==> src/hdl/crcfr_pkg.sv <==
// Shared types, constants and CRC helpers of the CRC-checked frame receiver.
// Used by the front end, the command queue, the back end and the top level.
`default_nettype none

package crcfr_pkg;

    // Field and register widths.
    localparam int SLOW_W    = 21;
    localparam int FAST_W    = 16;
    localparam int IDLE_W    = 20;
    localparam int LEN_W     = 6;
    localparam int CFG_IDX_W = 2;
    localparam int CFG_W     = 21;
    localparam int TDATA_W   = 24;

    // Default depth of the queue between front and back end.
    localparam int QUEUE_DEPTH = 2;

    // Register reset values and limits.
    localparam logic [SLOW_W-1:0] SLOW_TIMEOUT_RST = 21'd524288;
    localparam logic [FAST_W-1:0] FAST_TIMEOUT_RST = 16'd2048;
    localparam logic [IDLE_W-1:0] IDLE_MAX         = 20'hFFFFF;
    localparam logic [31:0]       CRC32_POLY       = 32'hEDB88320;
    localparam logic [31:0]       CRC32_INIT       = 32'hFFFFFFFF;

    // Configuration register indexes.
    localparam logic [CFG_IDX_W-1:0] CFG_SLOW_TIMEOUT = 2'd0;
    localparam logic [CFG_IDX_W-1:0] CFG_FAST_TIMEOUT = 2'd1;

    // Receive phase of the frame parser.
    typedef enum logic [1:0] {
        PH_HEAD0,
        PH_HEAD1,
        PH_BODY
    } t_phase;

    // Frame status reported on the last beat.
    typedef enum logic [2:0] {
        ST_OK           = 3'd0,
        ST_HDR_TIMEOUT  = 3'd1,
        ST_HDR_CRC      = 3'd2,
        ST_BODY_TIMEOUT = 3'd3,
        ST_CRC_FAIL     = 3'd4
    } t_status;

    // Kind of work handed from the front end to the back end.
    typedef enum logic [2:0] {
        CMD_ADDR,
        CMD_DATA,
        CMD_HDR_TIMEOUT,
        CMD_HDR_CRC,
        CMD_BODY_TIMEOUT
    } t_cmd_kind;

    typedef struct packed {
        t_cmd_kind        kind;
        logic [7:0]       data;
        logic             last;
        logic [LEN_W-1:0] len;
    } t_cmd;

    // Nibble-wise 4-bit CRC table.
    localparam logic [3:0] NIB_TABLE [16] = '{
        4'h0, 4'h7, 4'hE, 4'h9, 4'hB, 4'hC, 4'h5, 4'h2,
        4'h1, 4'h6, 4'hF, 4'h8, 4'hA, 4'hD, 4'h4, 4'h3
    };

    // Header CRC over H0 low, H0 high, H1 low, H1 high nibbles; zero when good.
    function automatic logic [3:0] crc4_header(input logic [7:0] h0, input logic [7:0] h1);
        logic [3:0] c;
        c = 4'h0;
        c = NIB_TABLE[c ^ h0[3:0]];
        c = NIB_TABLE[c ^ h0[7:4]];
        c = NIB_TABLE[c ^ h1[3:0]];
        c = NIB_TABLE[c ^ h1[7:4]];
        return c;
    endfunction

    // One byte of the reflected CRC-32, bit by bit.
    function automatic logic [31:0] crc32_byte(input logic [31:0] crc, input logic [7:0] b);
        logic [31:0] c;
        c = crc ^ {24'd0, b};
        for (int k = 0; k < 8; k++) begin
            c = c[0] ? ((c >> 1) ^ CRC32_POLY) : (c >> 1);
        end
        return c;
    endfunction

endpackage

`default_nettype wire

==> src/hdl/crcfr_front.sv <==
// Front end of the frame receiver: idle timeouts, header parsing and CRC-4,
// and the configuration registers. Emits commands for the back end.
// Depends on crcfr_pkg.
`default_nettype none

module crcfr_front (
    input  wire                                  i_clk,
    input  wire                                  i_rst_n,
    input  wire                                  i_cfg_we,
    input  wire  [crcfr_pkg::CFG_IDX_W-1:0]      i_cfg_index,
    input  wire  [crcfr_pkg::CFG_W-1:0]          i_cfg_data,
    input  wire                                  i_beat_valid,
    output logic                                 o_beat_ready,
    input  wire                                  i_byte_valid,
    input  wire  [7:0]                           i_rx_byte,
    output logic                                 o_cmd_valid,
    output crcfr_pkg::t_cmd                      o_cmd,
    input  wire                                  i_cmd_ready
);

    crcfr_pkg::t_phase                   r_phase, n_phase;
    logic [7:0]                          r_first, n_first;
    logic [crcfr_pkg::IDLE_W-1:0]        r_idle, n_idle;
    logic [crcfr_pkg::LEN_W-1:0]         r_left, n_left;
    logic [crcfr_pkg::LEN_W-1:0]         r_flen, n_flen;
    logic [crcfr_pkg::SLOW_W-1:0]        r_slow;
    logic [crcfr_pkg::FAST_W-1:0]        r_fast;

    logic                                accept;
    logic [crcfr_pkg::IDLE_W:0]          idle_next;
    logic [crcfr_pkg::SLOW_W-1:0]        limit;
    logic [crcfr_pkg::LEN_W-1:0]         plen;
    logic [crcfr_pkg::LEN_W-1:0]         flen;
    logic [crcfr_pkg::LEN_W-1:0]         left_dec;
    logic [3:0]                          hdr_crc;

    assign o_beat_ready = i_cmd_ready;
    assign accept       = i_beat_valid && i_cmd_ready;

    // Configuration registers; high bits of a fast-timeout write are dropped.
    always_ff @(posedge i_clk) begin
        if (!i_rst_n) begin
            r_slow <= crcfr_pkg::SLOW_TIMEOUT_RST;
            r_fast <= crcfr_pkg::FAST_TIMEOUT_RST;
        end else if (i_cfg_we) begin
            if (i_cfg_index == crcfr_pkg::CFG_SLOW_TIMEOUT) begin
                r_slow <= i_cfg_data[crcfr_pkg::SLOW_W-1:0];
            end else if (i_cfg_index == crcfr_pkg::CFG_FAST_TIMEOUT) begin
                r_fast <= i_cfg_data[crcfr_pkg::FAST_W-1:0];
            end
        end
    end

    // Parser state.
    always_ff @(posedge i_clk) begin
        if (!i_rst_n) begin
            r_phase <= crcfr_pkg::PH_HEAD0;
            r_first <= 8'd0;
            r_idle  <= '0;
            r_left  <= '0;
            r_flen  <= '0;
        end else begin
            r_phase <= n_phase;
            r_first <= n_first;
            r_idle  <= n_idle;
            r_left  <= n_left;
            r_flen  <= n_flen;
        end
    end

    // Header decode helpers.
    assign idle_next = {1'b0, r_idle} + 21'd1;
    assign limit     = (r_phase == crcfr_pkg::PH_HEAD0) ? r_slow
                                                        : {5'd0, r_fast};
    assign plen      = {i_rx_byte[3:0], r_first[7:6]};
    assign flen      = (plen >= 6'd3) ? (plen - 6'd3) : 6'd0;
    assign left_dec  = r_left - 6'd1;
    assign hdr_crc   = crcfr_pkg::crc4_header(r_first, i_rx_byte);

    // Next state and command for each accepted beat.
    always_comb begin
        n_phase     = r_phase;
        n_first     = r_first;
        n_idle      = r_idle;
        n_left      = r_left;
        n_flen      = r_flen;
        o_cmd_valid = 1'b0;
        o_cmd.kind  = crcfr_pkg::CMD_DATA;
        o_cmd.data  = 8'd0;
        o_cmd.last  = 1'b0;
        o_cmd.len   = '0;
        if (accept) begin
            if (!i_byte_valid) begin
                if (idle_next >= limit) begin
                    // Timeout ends the frame.
                    o_cmd_valid = 1'b1;
                    o_cmd.last  = 1'b1;
                    if (r_phase == crcfr_pkg::PH_BODY) begin
                        o_cmd.kind = crcfr_pkg::CMD_BODY_TIMEOUT;
                        o_cmd.len  = r_flen;
                    end else begin
                        o_cmd.kind = crcfr_pkg::CMD_HDR_TIMEOUT;
                    end
                    n_phase = crcfr_pkg::PH_HEAD0;
                    n_idle  = '0;
                end else begin
                    n_idle = idle_next[crcfr_pkg::IDLE_W] ? crcfr_pkg::IDLE_MAX
                                                          : idle_next[crcfr_pkg::IDLE_W-1:0];
                end
            end else begin
                n_idle = '0;
                case (r_phase)
                    crcfr_pkg::PH_HEAD0: begin
                        n_first = i_rx_byte;
                        n_phase = crcfr_pkg::PH_HEAD1;
                    end
                    crcfr_pkg::PH_HEAD1: begin
                        o_cmd_valid = 1'b1;
                        if (hdr_crc != 4'd0) begin
                            o_cmd.kind = crcfr_pkg::CMD_HDR_CRC;
                            o_cmd.last = 1'b1;
                            n_phase    = crcfr_pkg::PH_HEAD0;
                        end else begin
                            n_flen     = flen;
                            n_left     = plen;
                            o_cmd.kind = crcfr_pkg::CMD_ADDR;
                            o_cmd.data = {2'b00, r_first[5:0]};
                            if (plen == 6'd0) begin
                                o_cmd.last = 1'b1;
                                o_cmd.len  = flen;
                                n_phase    = crcfr_pkg::PH_HEAD0;
                            end else begin
                                n_phase = crcfr_pkg::PH_BODY;
                            end
                        end
                    end
                    crcfr_pkg::PH_BODY: begin
                        o_cmd_valid = 1'b1;
                        o_cmd.kind  = crcfr_pkg::CMD_DATA;
                        o_cmd.data  = i_rx_byte;
                        n_left      = left_dec;
                        if (left_dec == 6'd0) begin
                            o_cmd.last = 1'b1;
                            o_cmd.len  = r_flen;
                            n_phase    = crcfr_pkg::PH_HEAD0;
                        end
                    end
                    default: begin
                        n_phase = crcfr_pkg::PH_HEAD0;
                    end
                endcase
            end
        end
    end

    // A frame-ending command always returns the parser to the first header byte.
    a_last_to_head0: assert property (@(posedge i_clk) disable iff (!i_rst_n)
        (o_cmd_valid && o_cmd.last) |=> (r_phase == crcfr_pkg::PH_HEAD0))
        else $error("front: frame end did not return to header phase");

    // An address beat that opens a payload moves the parser into the body.
    a_addr_to_body: assert property (@(posedge i_clk) disable iff (!i_rst_n)
        (o_cmd_valid && o_cmd.kind == crcfr_pkg::CMD_ADDR && !o_cmd.last)
        |=> (r_phase == crcfr_pkg::PH_BODY && r_left != 6'd0))
        else $error("front: address beat did not open the payload");

endmodule

`default_nettype wire

==> src/hdl/crcfr_queue.sv <==
// Small register FIFO of commands between the front end and the back end.
// Depends on crcfr_pkg for the command type.
`default_nettype none

module crcfr_queue #(
    parameter int DEPTH = crcfr_pkg::QUEUE_DEPTH
) (
    input  wire                  i_clk,
    input  wire                  i_rst_n,
    input  wire                  i_push,
    input  crcfr_pkg::t_cmd      i_data,
    output logic                 o_not_full,
    input  wire                  i_pop,
    output crcfr_pkg::t_cmd      o_data,
    output logic                 o_not_empty
);

    localparam int AW = (DEPTH > 1) ? $clog2(DEPTH) : 1;
    localparam int CW = $clog2(DEPTH + 1);
    localparam logic [AW-1:0] LAST_PTR = AW'(DEPTH - 1);
    localparam logic [CW-1:0] FULL_CNT = CW'(DEPTH);

    crcfr_pkg::t_cmd  r_mem [DEPTH];
    logic [AW-1:0]    r_wr_ptr;
    logic [AW-1:0]    r_rd_ptr;
    logic [CW-1:0]    r_count;

    assign o_not_full  = (r_count != FULL_CNT);
    assign o_not_empty = (r_count != '0);
    assign o_data      = r_mem[r_rd_ptr];

    // Entry storage.
    always_ff @(posedge i_clk) begin
        if (i_push) begin
            r_mem[r_wr_ptr] <= i_data;
        end
    end

    // Pointers and fill count.
    always_ff @(posedge i_clk) begin
        if (!i_rst_n) begin
            r_wr_ptr <= '0;
            r_rd_ptr <= '0;
            r_count  <= '0;
        end else begin
            if (i_push) begin
                r_wr_ptr <= (r_wr_ptr == LAST_PTR) ? '0 : r_wr_ptr + 1'b1;
            end
            if (i_pop) begin
                r_rd_ptr <= (r_rd_ptr == LAST_PTR) ? '0 : r_rd_ptr + 1'b1;
            end
            if (i_push && !i_pop) begin
                r_count <= r_count + 1'b1;
            end else if (!i_push && i_pop) begin
                r_count <= r_count - 1'b1;
            end
        end
    end

    // No push into a full queue, no pop from an empty one.
    a_no_overflow: assert property (@(posedge i_clk) disable iff (!i_rst_n)
        !(i_push && !o_not_full) && !(i_pop && !o_not_empty))
        else $error("queue: overflow or underflow");

    a_count_range: assert property (@(posedge i_clk) disable iff (!i_rst_n)
        r_count <= FULL_CNT)
        else $error("queue: fill count out of range");

endmodule

`default_nettype wire

==> src/hdl/crcfr_back.sv <==
// Back end of the frame receiver: running CRC-32, status and the output
// register toward the result stream. Depends on crcfr_pkg.
`default_nettype none

module crcfr_back (
    input  wire                                  i_clk,
    input  wire                                  i_rst_n,
    input  wire                                  i_cmd_valid,
    input  crcfr_pkg::t_cmd                      i_cmd,
    output logic                                 o_cmd_ready,
    output logic                                 o_tvalid,
    input  wire                                  i_tready,
    output logic [crcfr_pkg::TDATA_W-1:0]        o_tdata,
    output logic                                 o_tuser,
    output logic                                 o_tlast
);

    logic [31:0]                     r_crc;
    logic                            r_valid;
    logic                            r_out_valid;
    logic [7:0]                      r_byte;
    logic                            r_last;
    crcfr_pkg::t_status              r_status;
    logic [crcfr_pkg::LEN_W-1:0]     r_len;

    logic                            pop;
    logic                            is_byte;
    logic [31:0]                     crc_seed;
    logic [31:0]                     crc_new;
    crcfr_pkg::t_status              n_status;
    logic [crcfr_pkg::LEN_W-1:0]     n_len;

    assign pop         = i_cmd_valid && (!r_valid || i_tready);
    assign o_cmd_ready = pop;
    assign is_byte     = (i_cmd.kind == crcfr_pkg::CMD_ADDR) ||
                         (i_cmd.kind == crcfr_pkg::CMD_DATA);

    // Byte-wide CRC-32 step; the address byte restarts it.
    assign crc_seed = (i_cmd.kind == crcfr_pkg::CMD_ADDR) ? crcfr_pkg::CRC32_INIT : r_crc;
    assign crc_new  = crcfr_pkg::crc32_byte(crc_seed, i_cmd.data);

    // Status and length of the result.
    always_comb begin
        n_status = crcfr_pkg::ST_OK;
        n_len    = '0;
        case (i_cmd.kind)
            crcfr_pkg::CMD_ADDR, crcfr_pkg::CMD_DATA: begin
                if (i_cmd.last) begin
                    n_status = (crc_new != 32'd0) ? crcfr_pkg::ST_CRC_FAIL : crcfr_pkg::ST_OK;
                    n_len    = i_cmd.len;
                end
            end
            crcfr_pkg::CMD_HDR_TIMEOUT:  n_status = crcfr_pkg::ST_HDR_TIMEOUT;
            crcfr_pkg::CMD_HDR_CRC:      n_status = crcfr_pkg::ST_HDR_CRC;
            crcfr_pkg::CMD_BODY_TIMEOUT: begin
                n_status = crcfr_pkg::ST_BODY_TIMEOUT;
                n_len    = i_cmd.len;
            end
            default: n_status = crcfr_pkg::ST_OK;
        endcase
    end

    // Running CRC and output valid.
    always_ff @(posedge i_clk) begin
        if (!i_rst_n) begin
            r_crc   <= crcfr_pkg::CRC32_INIT;
            r_valid <= 1'b0;
        end else begin
            if (pop) begin
                r_valid <= 1'b1;
                if (is_byte) begin
                    r_crc <= crc_new;
                end
            end else if (i_tready) begin
                r_valid <= 1'b0;
            end
        end
    end

    // Output payload register.
    always_ff @(posedge i_clk) begin
        if (pop) begin
            r_out_valid <= is_byte;
            r_byte      <= is_byte ? i_cmd.data : 8'd0;
            r_last      <= i_cmd.last;
            r_status    <= n_status;
            r_len       <= n_len;
        end
    end

    assign o_tvalid = r_valid;
    assign o_tuser  = r_out_valid;
    assign o_tlast  = r_last;
    assign o_tdata  = {7'd0, r_len, r_status, r_byte};

    // A result without a frame byte is always a failed frame end.
    a_error_has_status: assert property (@(posedge i_clk) disable iff (!i_rst_n)
        (r_valid && !r_out_valid) |-> (r_last && r_status != crcfr_pkg::ST_OK))
        else $error("back: byte-less result without error status");

endmodule

`default_nettype wire

==> src/hdl/crc_checked_frame_receiver_core.sv <==
// Top level of the CRC-checked frame receiver: front end, command queue and
// back end. Depends on crcfr_pkg, crcfr_front, crcfr_queue and crcfr_back.
// Path: a beat that causes a result is written into the queue when it is accepted
// and reaches the result stream through the back-end output register.
// Throughput: one beat per cycle while the queue is not full; the byte-wide CRC-32
// step in the back end and the header CRC-4 in the front end are combinational.
// Reset: synchronous, active low; restores the timeout registers to their
// defaults, returns the parser to the first header byte and empties the queue.
`default_nettype none

module crc_checked_frame_receiver_core #(
    parameter int QUEUE_DEPTH = crcfr_pkg::QUEUE_DEPTH
) (
    input  wire                                  i_clk,
    input  wire                                  i_rst_n,
    input  wire                                  i_cfg_we,
    input  wire  [crcfr_pkg::CFG_IDX_W-1:0]      i_cfg_index,
    input  wire  [crcfr_pkg::CFG_W-1:0]          i_cfg_data,
    input  wire                                  s_axis_tvalid,
    output logic                                 s_axis_tready,
    input  wire  [7:0]                           s_axis_tdata,  // [7:0] rx_byte
    input  wire  [0:0]                           s_axis_tuser,  // [0] byte_valid
    output logic                                 m_axis_tvalid,
    input  wire                                  m_axis_tready,
    // [7:0] out_byte, [10:8] status, [16:11] frame_length, [23:17] zero
    output logic [crcfr_pkg::TDATA_W-1:0]        m_axis_tdata,
    output logic [0:0]                           m_axis_tuser,  // [0] out_valid
    output logic                                 m_axis_tlast
);

    logic            front_cmd_valid;
    crcfr_pkg::t_cmd front_cmd;
    logic            queue_not_full;
    logic            queue_not_empty;
    crcfr_pkg::t_cmd queue_cmd;
    logic            back_pop;
    logic            back_tuser;

    // Front end: timeouts and header parsing.
    crcfr_front u_front (
        .i_clk        (i_clk),
        .i_rst_n      (i_rst_n),
        .i_cfg_we     (i_cfg_we),
        .i_cfg_index  (i_cfg_index),
        .i_cfg_data   (i_cfg_data),
        .i_beat_valid (s_axis_tvalid),
        .o_beat_ready (s_axis_tready),
        .i_byte_valid (s_axis_tuser[0]),
        .i_rx_byte    (s_axis_tdata),
        .o_cmd_valid  (front_cmd_valid),
        .o_cmd        (front_cmd),
        .i_cmd_ready  (queue_not_full)
    );

    // Command queue between the two halves.
    crcfr_queue #(
        .DEPTH (QUEUE_DEPTH)
    ) u_queue (
        .i_clk       (i_clk),
        .i_rst_n     (i_rst_n),
        .i_push      (front_cmd_valid),
        .i_data      (front_cmd),
        .o_not_full  (queue_not_full),
        .i_pop       (back_pop),
        .o_data      (queue_cmd),
        .o_not_empty (queue_not_empty)
    );

    // Back end: CRC-32 check and result register.
    crcfr_back u_back (
        .i_clk       (i_clk),
        .i_rst_n     (i_rst_n),
        .i_cmd_valid (queue_not_empty),
        .i_cmd       (queue_cmd),
        .o_cmd_ready (back_pop),
        .o_tvalid    (m_axis_tvalid),
        .i_tready    (m_axis_tready),
        .o_tdata     (m_axis_tdata),
        .o_tuser     (back_tuser),
        .o_tlast     (m_axis_tlast)
    );

    assign m_axis_tuser = back_tuser;

endmodule

`default_nettype wire
==> config.mk <==
export PLATFORM = sky130hd
export DESIGN_NAME = crc_checked_frame_receiver_core
export DESIGN_NICKNAME = d
export VERILOG_FILES = /design/src/hdl/crcfr_pkg.sv /design/src/hdl/crcfr_front.sv /design/src/hdl/crcfr_queue.sv /design/src/hdl/crcfr_back.sv /design/src/hdl/crc_checked_frame_receiver_core.sv
export SDC_FILE = /design/constraint.sdc
export NUM_CORES = 1
export LEC_CHECK = 0
export ABC_AREA = 1
export BUFFER_PORTS_ARGS = -buffer_cell sky130_fd_sc_hd__buf_2
export CELL_PAD_IN_SITES_DETAIL_PLACEMENT = 1
export CELL_PAD_IN_SITES_GLOBAL_PLACEMENT = 1
export CORE_MARGIN = 5
export CORE_UTILIZATION = 45
export DETAILED_ROUTE_END_ITERATION = 8
export GPL_ROUTABILITY_DRIVEN = 0
export MAX_ROUTING_LAYER = met4
export PLACE_DENSITY_LB_ADDON = 0.1
export SLEW_MARGIN = 10
export SYNTH_ARGS = -nofsm -noshare
export SYNTH_HDL_FRONTEND = slang
export SYNTH_HIERARCHICAL = 1
export SYNTH_SLANG_ARGS = --single-unit
==> constraint.sdc <==
create_clock -name i_clk -period 5.6 [get_ports i_clk]
set_input_delay 0.56 -clock i_clk [delete_from_list [all_inputs] [get_ports i_clk]]
set_output_delay 0.56 -clock i_clk [all_outputs]
set_load 0.01 [all_outputs]
=== Yosys cells after proc, flatten, opt, wreduce, memory -nomap -nowiden ===
Memories as Yosys holds them, arrays and structs flattened. A register that Yosys moved wholly into a read port is not among the register bits.
Index checks and enable logic that the tools add are counted.

* Bits in registers: 135
* RAM bits: 36
* ROM bits: 256
* Input bits: 37
* Output and inout bits: 28
* Logic and storage cells: 157
* Memories kept: 5

{| class="wikitable"
|+ Memories
! name !! words !! bits a word !! rd ports !! clocked after memory_dff !! write ports !! line !! text
|-
| (name not given) || 16 || 4 || 1 || 0 || 0 || crcfr_pkg.sv:75 || <nowiki>c = NIB_TABLE[c ^ h1[7:4]];</nowiki>
|-
| (name not given) || 16 || 4 || 1 || 0 || 0 || crcfr_pkg.sv:74 || <nowiki>c = NIB_TABLE[c ^ h1[3:0]];</nowiki>
|-
| (name not given) || 16 || 4 || 1 || 0 || 0 || crcfr_pkg.sv:73 || <nowiki>c = NIB_TABLE[c ^ h0[7:4]];</nowiki>
|-
| (name not given) || 16 || 4 || 1 || 0 || 0 || crcfr_pkg.sv:72 || <nowiki>c = NIB_TABLE[c ^ h0[3:0]];</nowiki>
|-
| u_queue.r_mem || 2 || 18 || 1 || 1 || 1 || crcfr_queue.sv:23 || <nowiki>crcfr_pkg::t_cmd r_mem [DEPTH];</nowiki>
|}

* Add/sub/neg operators: 7
* $lt $le $gt $ge: 6
* Equal/unequal tests: 10
* Muxes and demuxes: 64
* Bitwise gates (word level): 18
* Reduce and logical (&&, ||, !) cells: 30

{| class="wikitable"
|+ Operator list
! kind !! number
|-
| 32-bit 2-to-1 mux || 9
|-
| 13-bit inverter with 14-bit output || 8
|-
| 20-bit 2-to-1 mux || 3
|-
| 6-bit 2-to-1 mux || 6
|-
| 18-bit case mux with 2 select lines || 1
|-
| 4-bit 2-to-1 mux || 8
|-
| 32-bit nonzero test || 1
|-
| 32-bit by 8-bit XOR with 32-bit output || 1
|-
| 7-bit 2-to-1 mux || 4
|-
| 6-bit case mux with 2 select lines || 2
|-
| 20-bit by 1-bit adder with 21-bit output, second input constant || 1
|-
| 21-bit >= comparator || 1
|-
| 21-bit 2-to-1 mux || 1
|-
| 5-bit >= comparator, second input constant || 4
|-
| 4-bit inverter with 5-bit output || 4
|-
| 18-bit 2-to-1 mux || 1
|-
| 2-bit 2-to-1 mux || 8
|-
| 3-bit 2-to-1 mux || 5
|-
| 1-bit 2-to-1 mux || 13
|-
| 6-bit zero test || 2
|-
| 3-bit case mux with 4 select lines || 1
|-
| 4-bit XOR || 3
|-
| 2-bit nonzero test || 5
|-
| 3-bit AND reduction || 3
|-
| other kinds (25) || 40
|}

=== Logic depth before layout (Yosys ltp) ===
* Depth in word-level cells: 24
* Mapped depth: 29
* Mapped depth without buffers: 28

=== Cells and area by module ===
The synthesis kept the hierarchy.

{| class="wikitable"
|+ Modules (own cells, without submodules)
! module !! instances !! cells an instance !! area an instance (µm²) !! seq. area each (µm²)
|-
| crcfr_front || 1 || 802 || 5176.2 || 1581.5
|-
| crcfr_back || 1 || 569 || 3828.7 || 1231.2
|-
| crcfr_queue || 1 || 91 || 1580.3 || 1181.1
|}

=== Worst setup path after synthesis ===
OpenSTA, ideal clock, no wires.

* Path kind: flip-flop to flip-flop
* Start: reg u_front/r_idle[0] in the netlist's numbering
* End: mem u_queue/r_mem[0][0] in the netlist's numbering (enable)
* Data arrival time: 3.546 ns
* Required time: 5.207 ns
* Slack: 1.662 ns
* Cell stages (with the launch flop): 24
* Clock period less this slack: 3.938 ns
* Cell sequence: dfxtp_1 > ha_1 > nand3_1 > nor2_2 > inv_2 > nor2_4 > inv_2 > nor2_4 > nand4_2 > nor2_2 > nand2_1 > xor2_1 > ha_1 > nand2_1 > nor2_1 > nand2_1 > nor2_1 > nand2_1 > nand4_1 > nor2_1 > nor2_1 > o21a_1 > inv_1 > nor2_1

* Cells in the longest elaborated chain, start to end: 7

{| class="wikitable"
|+ Ends and longest elaborated chain
! item !! line !! text
|-
| start, declared || crcfr_front.sv:23 || <nowiki>logic [crcfr_pkg::IDLE_W-1:0] r_idle, n_idle;</nowiki>
|-
| start signal, assigned || crcfr_front.sv:65 || <nowiki>r_idle <= n_idle;</nowiki>
|-
| 20-bit by 1-bit adder with 21-bit output || crcfr_front.sv:72 || <nowiki>assign idle_next = {1'b0, r_idle} + 21'd1;</nowiki>
|-
| 21-bit >= comparator || crcfr_front.sv:94 || <nowiki>if (idle_next >= limit) begin</nowiki>
|-
| 1-bit 2-to-1 mux || crcfr_front.sv:94 ||
|-
| 1-bit 2-to-1 mux || crcfr_front.sv:93 || <nowiki>if (!i_byte_valid) begin</nowiki>
|-
| 1-bit 2-to-1 mux || crcfr_front.sv:92 || <nowiki>if (accept) begin</nowiki>
|-
| named net front_cmd_valid || crc_checked_frame_receiver_core.sv:31 || <nowiki>logic front_cmd_valid;</nowiki>
|-
| 1-bit 2-to-1 mux || crcfr_queue.sv:34 || <nowiki>if (i_push) begin</nowiki>
|-
| 1-bit 2-to-1 mux (not written as such) || crcfr_queue.sv:35 || <nowiki>r_mem[r_wr_ptr] <= i_data;</nowiki>
|-
| end, declared || crcfr_queue.sv:23 ||
|}

The timed path passes the listed nets, and every way through them passes these cells.

=== Worst setup path in the final report ===
* Start: reg u_front/r_idle[0] in the netlist's numbering
* End: mem u_queue/r_mem[1][11] in the netlist's numbering (enable)

The elaborated chain is that of the path after synthesis.

==> impl_summary.log <==
[metrics] top cell types by occurrence after synthesis: sky130_fd_sc_hd__nand2_1, sky130_fd_sc_hd__inv_1, sky130_fd_sc_hd__nor2_1
[metrics] DIE HEIGHT: between 150 and 200 um
[metrics] final design utilization: around 49%
[metrics] maximum level of the CTS H-tree: 4
[metrics] power density cells: about 450 mW/mm2
[metrics] list of cells traversed by the critical path: ha_1, nand3_1, nor2_2, inv_2, nor2_4, inv_2, nor2_4, nand4_2, nor2_2, nand2_2, nor2_4, ha_1, nand2_1, nor2_1, nand2_1, nor2_1, nand2_1, nand4_1, nor2_1, nor2_1, o21a_1, nand2_1, inv_1
[metrics] DR pass1 iterations: 5
[metrics] number of vias in the routed layout: roughly 9400
[metrics] via density per instance: between 5 and 6
[metrics] ratio of final minimum period to clock period: slightly below 80%
[metrics] cell with the most instances after synthesis: sky130_fd_sc_hd__nand2_1
[metrics] number of buffers inserted by post-CTS setup repair: 0
[metrics] worst-case clock buffer depth: 2
[metrics] TNS Setup: 0 ns
[metrics] WL final: between 30000 and 40000 um
[metrics] worst supply voltage drop on vdd: ~0.23 mV
[metrics] Post-CTS Hold Fix Bufs: 0
[metrics] sum of net half-perimeters after detailed placement: between 20000 and 25000 um
[metrics] number of max-cap violations: 0
[metrics] standby leakage power: about 5.4 nW
[metrics] Synthesis Warnings: 6
[metrics] most used flip-flop cell after synthesis: sky130_fd_sc_hd__dfxtp_1
[metrics] transition time of the tightest slew-check pin: ~1.2 ns
[metrics] FF+latch count, synth: ~170
[metrics] Crit Path Class: reg -> reg
[metrics] Syn Inst Count: 1462
[metrics] total number of nets in the final design: 1559
[metrics] area of the mapped netlist: ~0.011 mm2
[metrics] Data required, critical path: approximately 5.7 ns
[metrics] Clock Root Buffer: sky130_fd_sc_hd__clkbuf_16
[metrics] clock latency at the later pin of the worst-skew pair: between 0.4 and 0.5 ns
[metrics] part of the Yosys area used for sequential elements: between 30% and 40%
[metrics] Critical path buffers and inverters: 3
[metrics] relative slew slack: roughly 21%
[metrics] GRT Total Usage: between 20% and 30%
[metrics] Max stage delay on crit path: 0.54 ns
[metrics] wire per inst: around 17 um
[metrics] fraction of post-synthesis cell area in the top cell type by area: ~22%
[metrics] Area Overhead vs Synth: 9.05%
[metrics] top cells by area in the synthesized netlist: sky130_fd_sc_hd__dfxtp_1, sky130_fd_sc_hd__edfxtp_1, sky130_fd_sc_hd__nand2_1
[metrics] TritonCTS clock tree: yes
[metrics] setup slack, reg-to-reg: between 1 and 1.5 ns
[metrics] path type of the worst min-delay path: in -> reg
[metrics] Max Freq: between 200 and 250 MHz
[metrics] clock period minus worst slack: about 4.4 ns
[metrics] global route overflow: 0
[metrics] status: completed
[metrics] clock-pin slew reported for the worst setup and hold paths after clock tree synthesis: 0.09 ns
[metrics] top-level I/O count: 65
[metrics] count of different cell masters after synthesis: 50
[metrics] share of async-settable or async-resettable flops after synthesis: 0%
[metrics] Std-Cell Rows: between 50 and 60
[metrics] maximum number of pins on one net before global-route repair: between 60 and 70
[metrics] setup violation total in the final timing report: 0
[metrics] number of buffers inserted by port buffering: 57
[metrics] Filler cells: 3042
[metrics] cell with the largest stage delay on the worst path: sky130_fd_sc_hd__inv_1
[metrics] most area-hungry cell type in the Yosys netlist: sky130_fd_sc_hd__dfxtp_1
[metrics] Post-Route Skew: between 0.02 and 0.025 ns
[metrics] antenna violations before repair: 0
[metrics] post-route DRC violation count: 0
[metrics] arrival time at the worst endpoint: ~4.5 ns
[metrics] category of the worst setup path capture point: flop
[metrics] via count of the first global-routing pass: approximately 9500
[metrics] ratio of cells with drive above 1 in the final layout: about 14%
[metrics] antenna diode instance count: 0
[metrics] mean instance size in the synthesized netlist: about 7.2 um2
[metrics] number of CTS-inserted buffers: 17
[metrics] number of hold violations in the final report: 0
[metrics] Die X: around 160 um
[metrics] die area: ~0.027 mm2
[metrics] initial cell density of the core: between 40% and 50%
[metrics] number of max-slew violations in the final report: 0
[metrics] unrepaired setup endpoints after global routing: no
[metrics] Pwr Total: between 5 and 6 mW
[metrics] nature of the critical path startpoint: flop
[metrics] first-pass GRT wire length: between 40000 and 50000 um
[metrics] CTS sink count: between 150 and 200
[metrics] post-cts sizing count: 0
[metrics] count of routing violations after the opening detailed-route iteration: roughly 510
[metrics] number of nets still failing antenna checks after routing: 0
[metrics] Core Footprint: approximately 0.023 mm2
[metrics] Post-synth EDFFs: between 50 and 60
[metrics] Crit path max-delay family: simple AND/OR/NAND/NOR gates
[metrics] maximum fanout along the worst path: 21
worst paths after layout:
| check | start | to | cells after the start |
|---|---|---|---|
| hold / removal | i_cfg_data[19] | u_front/r_slow[19] | 3 |
| setup / recovery | u_front/r_idle[0] | u_queue/r_mem[1][11] | 23 |
| setup reg to reg | u_front/r_idle[0] | u_queue/r_mem[1][11] | 23 |
| hold reg to reg | u_front/r_fast[15] | u_front/r_fast[15] | 2 |
area by class of cell:
cell class	count	area (um2)	area share [%]
Sequential cell	172	3990	34.6
Multi-Input combinational cell	1063	5580	48.3
Inverter	172	648	5.61
Clock buffer	18	450	3.90
Tap cell	319	399	3.46
Timing Repair Buffer	63	330	2.86
Clock inverter	14	141	1.22
sequential cells by signal, indices dropped and copies added, names as in the netlist, named ones only:
register,cells
u_queue/r_count,2
u_queue/r_wr_ptr,1
u_queue/r_rd_ptr,1
u_front/r_idle,20
u_front/r_flen,6
u_front/r_left,6
u_back/r_status,3
u_back/r_byte,8
u_back/o_tlast,1
u_back/r_len,6
u_front/r_phase,2
u_queue/r_mem,36
u_back/r_crc,32
u_front/r_fast,16
u_front/r_first,8
u_front/r_slow,21
u_back/o_tvalid,1
u_back/o_tuser,1
cells in the final DEF, fill, tap and decap left out, types with 2 or more instances in the layout:
cell type / count
sky130_fd_sc_hd__nor2_1: 155
sky130_fd_sc_hd__dfxtp_1: 117
sky130_fd_sc_hd__nand3_1: 94
sky130_fd_sc_hd__ha_1: 33
sky130_fd_sc_hd__nand2_8: 3
sky130_fd_sc_hd__mux2_4: 10
sky130_fd_sc_hd__or2_2: 2
sky130_fd_sc_hd__edfxtp_1: 55
sky130_fd_sc_hd__nand2_1: 384
sky130_fd_sc_hd__xor2_1: 23
sky130_fd_sc_hd__nor3_1: 6
sky130_fd_sc_hd__inv_6: 3
sky130_fd_sc_hd__inv_2: 8
sky130_fd_sc_hd__nand4_2: 2
sky130_fd_sc_hd__nand4_1: 6
sky130_fd_sc_hd__xnor2_1: 11
sky130_fd_sc_hd__nor2_4: 3
sky130_fd_sc_hd__a21oi_2: 3
sky130_fd_sc_hd__nor2_2: 5
sky130_fd_sc_hd__clkbuf_16: 18
sky130_fd_sc_hd__nand2_4: 26
sky130_fd_sc_hd__mux2_2: 8
sky130_fd_sc_hd__clkinv_4: 4
sky130_fd_sc_hd__buf_2: 57
sky130_fd_sc_hd__nand2_2: 32
sky130_fd_sc_hd__clkinv_1: 2
sky130_fd_sc_hd__o21ai_1: 12
sky130_fd_sc_hd__a21oi_1: 99
sky130_fd_sc_hd__conb_1: 7
sky130_fd_sc_hd__o21ai_0: 115
sky130_fd_sc_hd__buf_4: 6
sky130_fd_sc_hd__o21a_1: 2
sky130_fd_sc_hd__inv_1: 161
sky130_fd_sc_hd__nand3_2: 8
sky130_fd_sc_hd__inv_8: 5
cell families after synthesis:
family	synth area share, %
AO/OA/AOI/OAI	11.5
XOR/XNOR	3.03
adder cells (fa/ha/maj)	3.90
buffers and inverters	9.81
flip-flops	37.7
multiplexers	2.36
other	0.0354
AND/OR/NAND/NOR	31.7
routing by layer:
layer | track usage (%) | wire [um] | share of wire [%]
met3 | 2.47 | 833 | 2.7
met4 | 6.71 | 540 | 1.8
met2 | 38.4 | 14300 | 47
met5 | - | 0 | 0
met1 | 31.9 | 14800 | 49
worst min-delay path, cell delays in order:
cell                      delay, ns
sky130_fd_sc_hd__buf_2         0.08
sky130_fd_sc_hd__nand2_1       0.04
sky130_fd_sc_hd__nand3_1       0.06
report_power, final:
group	total, mW	internal, mW	switching [mW]
Combinational	2.43	0.757	1.67
Clock	1.20	0.622	0.578
Sequential	1.62	1.50	0.114
per-stage QoR:
step | area (um2) | setup slack [ns] | hold WS, ns | std cells
6_report | 11500 | 1.20 | 0.337 | 1821
5_1_grt | 11500 | 0.753 | 0.340 | 1821
4_1_cts | 11500 | 1.14 | 0.316 | 1821
3_5_place_dp | 11000 | 1.26 | 0.448 | 1789
3_3_place_gp | 11000 | 1.44 | 0.440 | 1789
2_1_floorplan | 10600 | 1.66 | 0.424 | 1468
No activity file was read; power rests on OpenSTA's default activity.
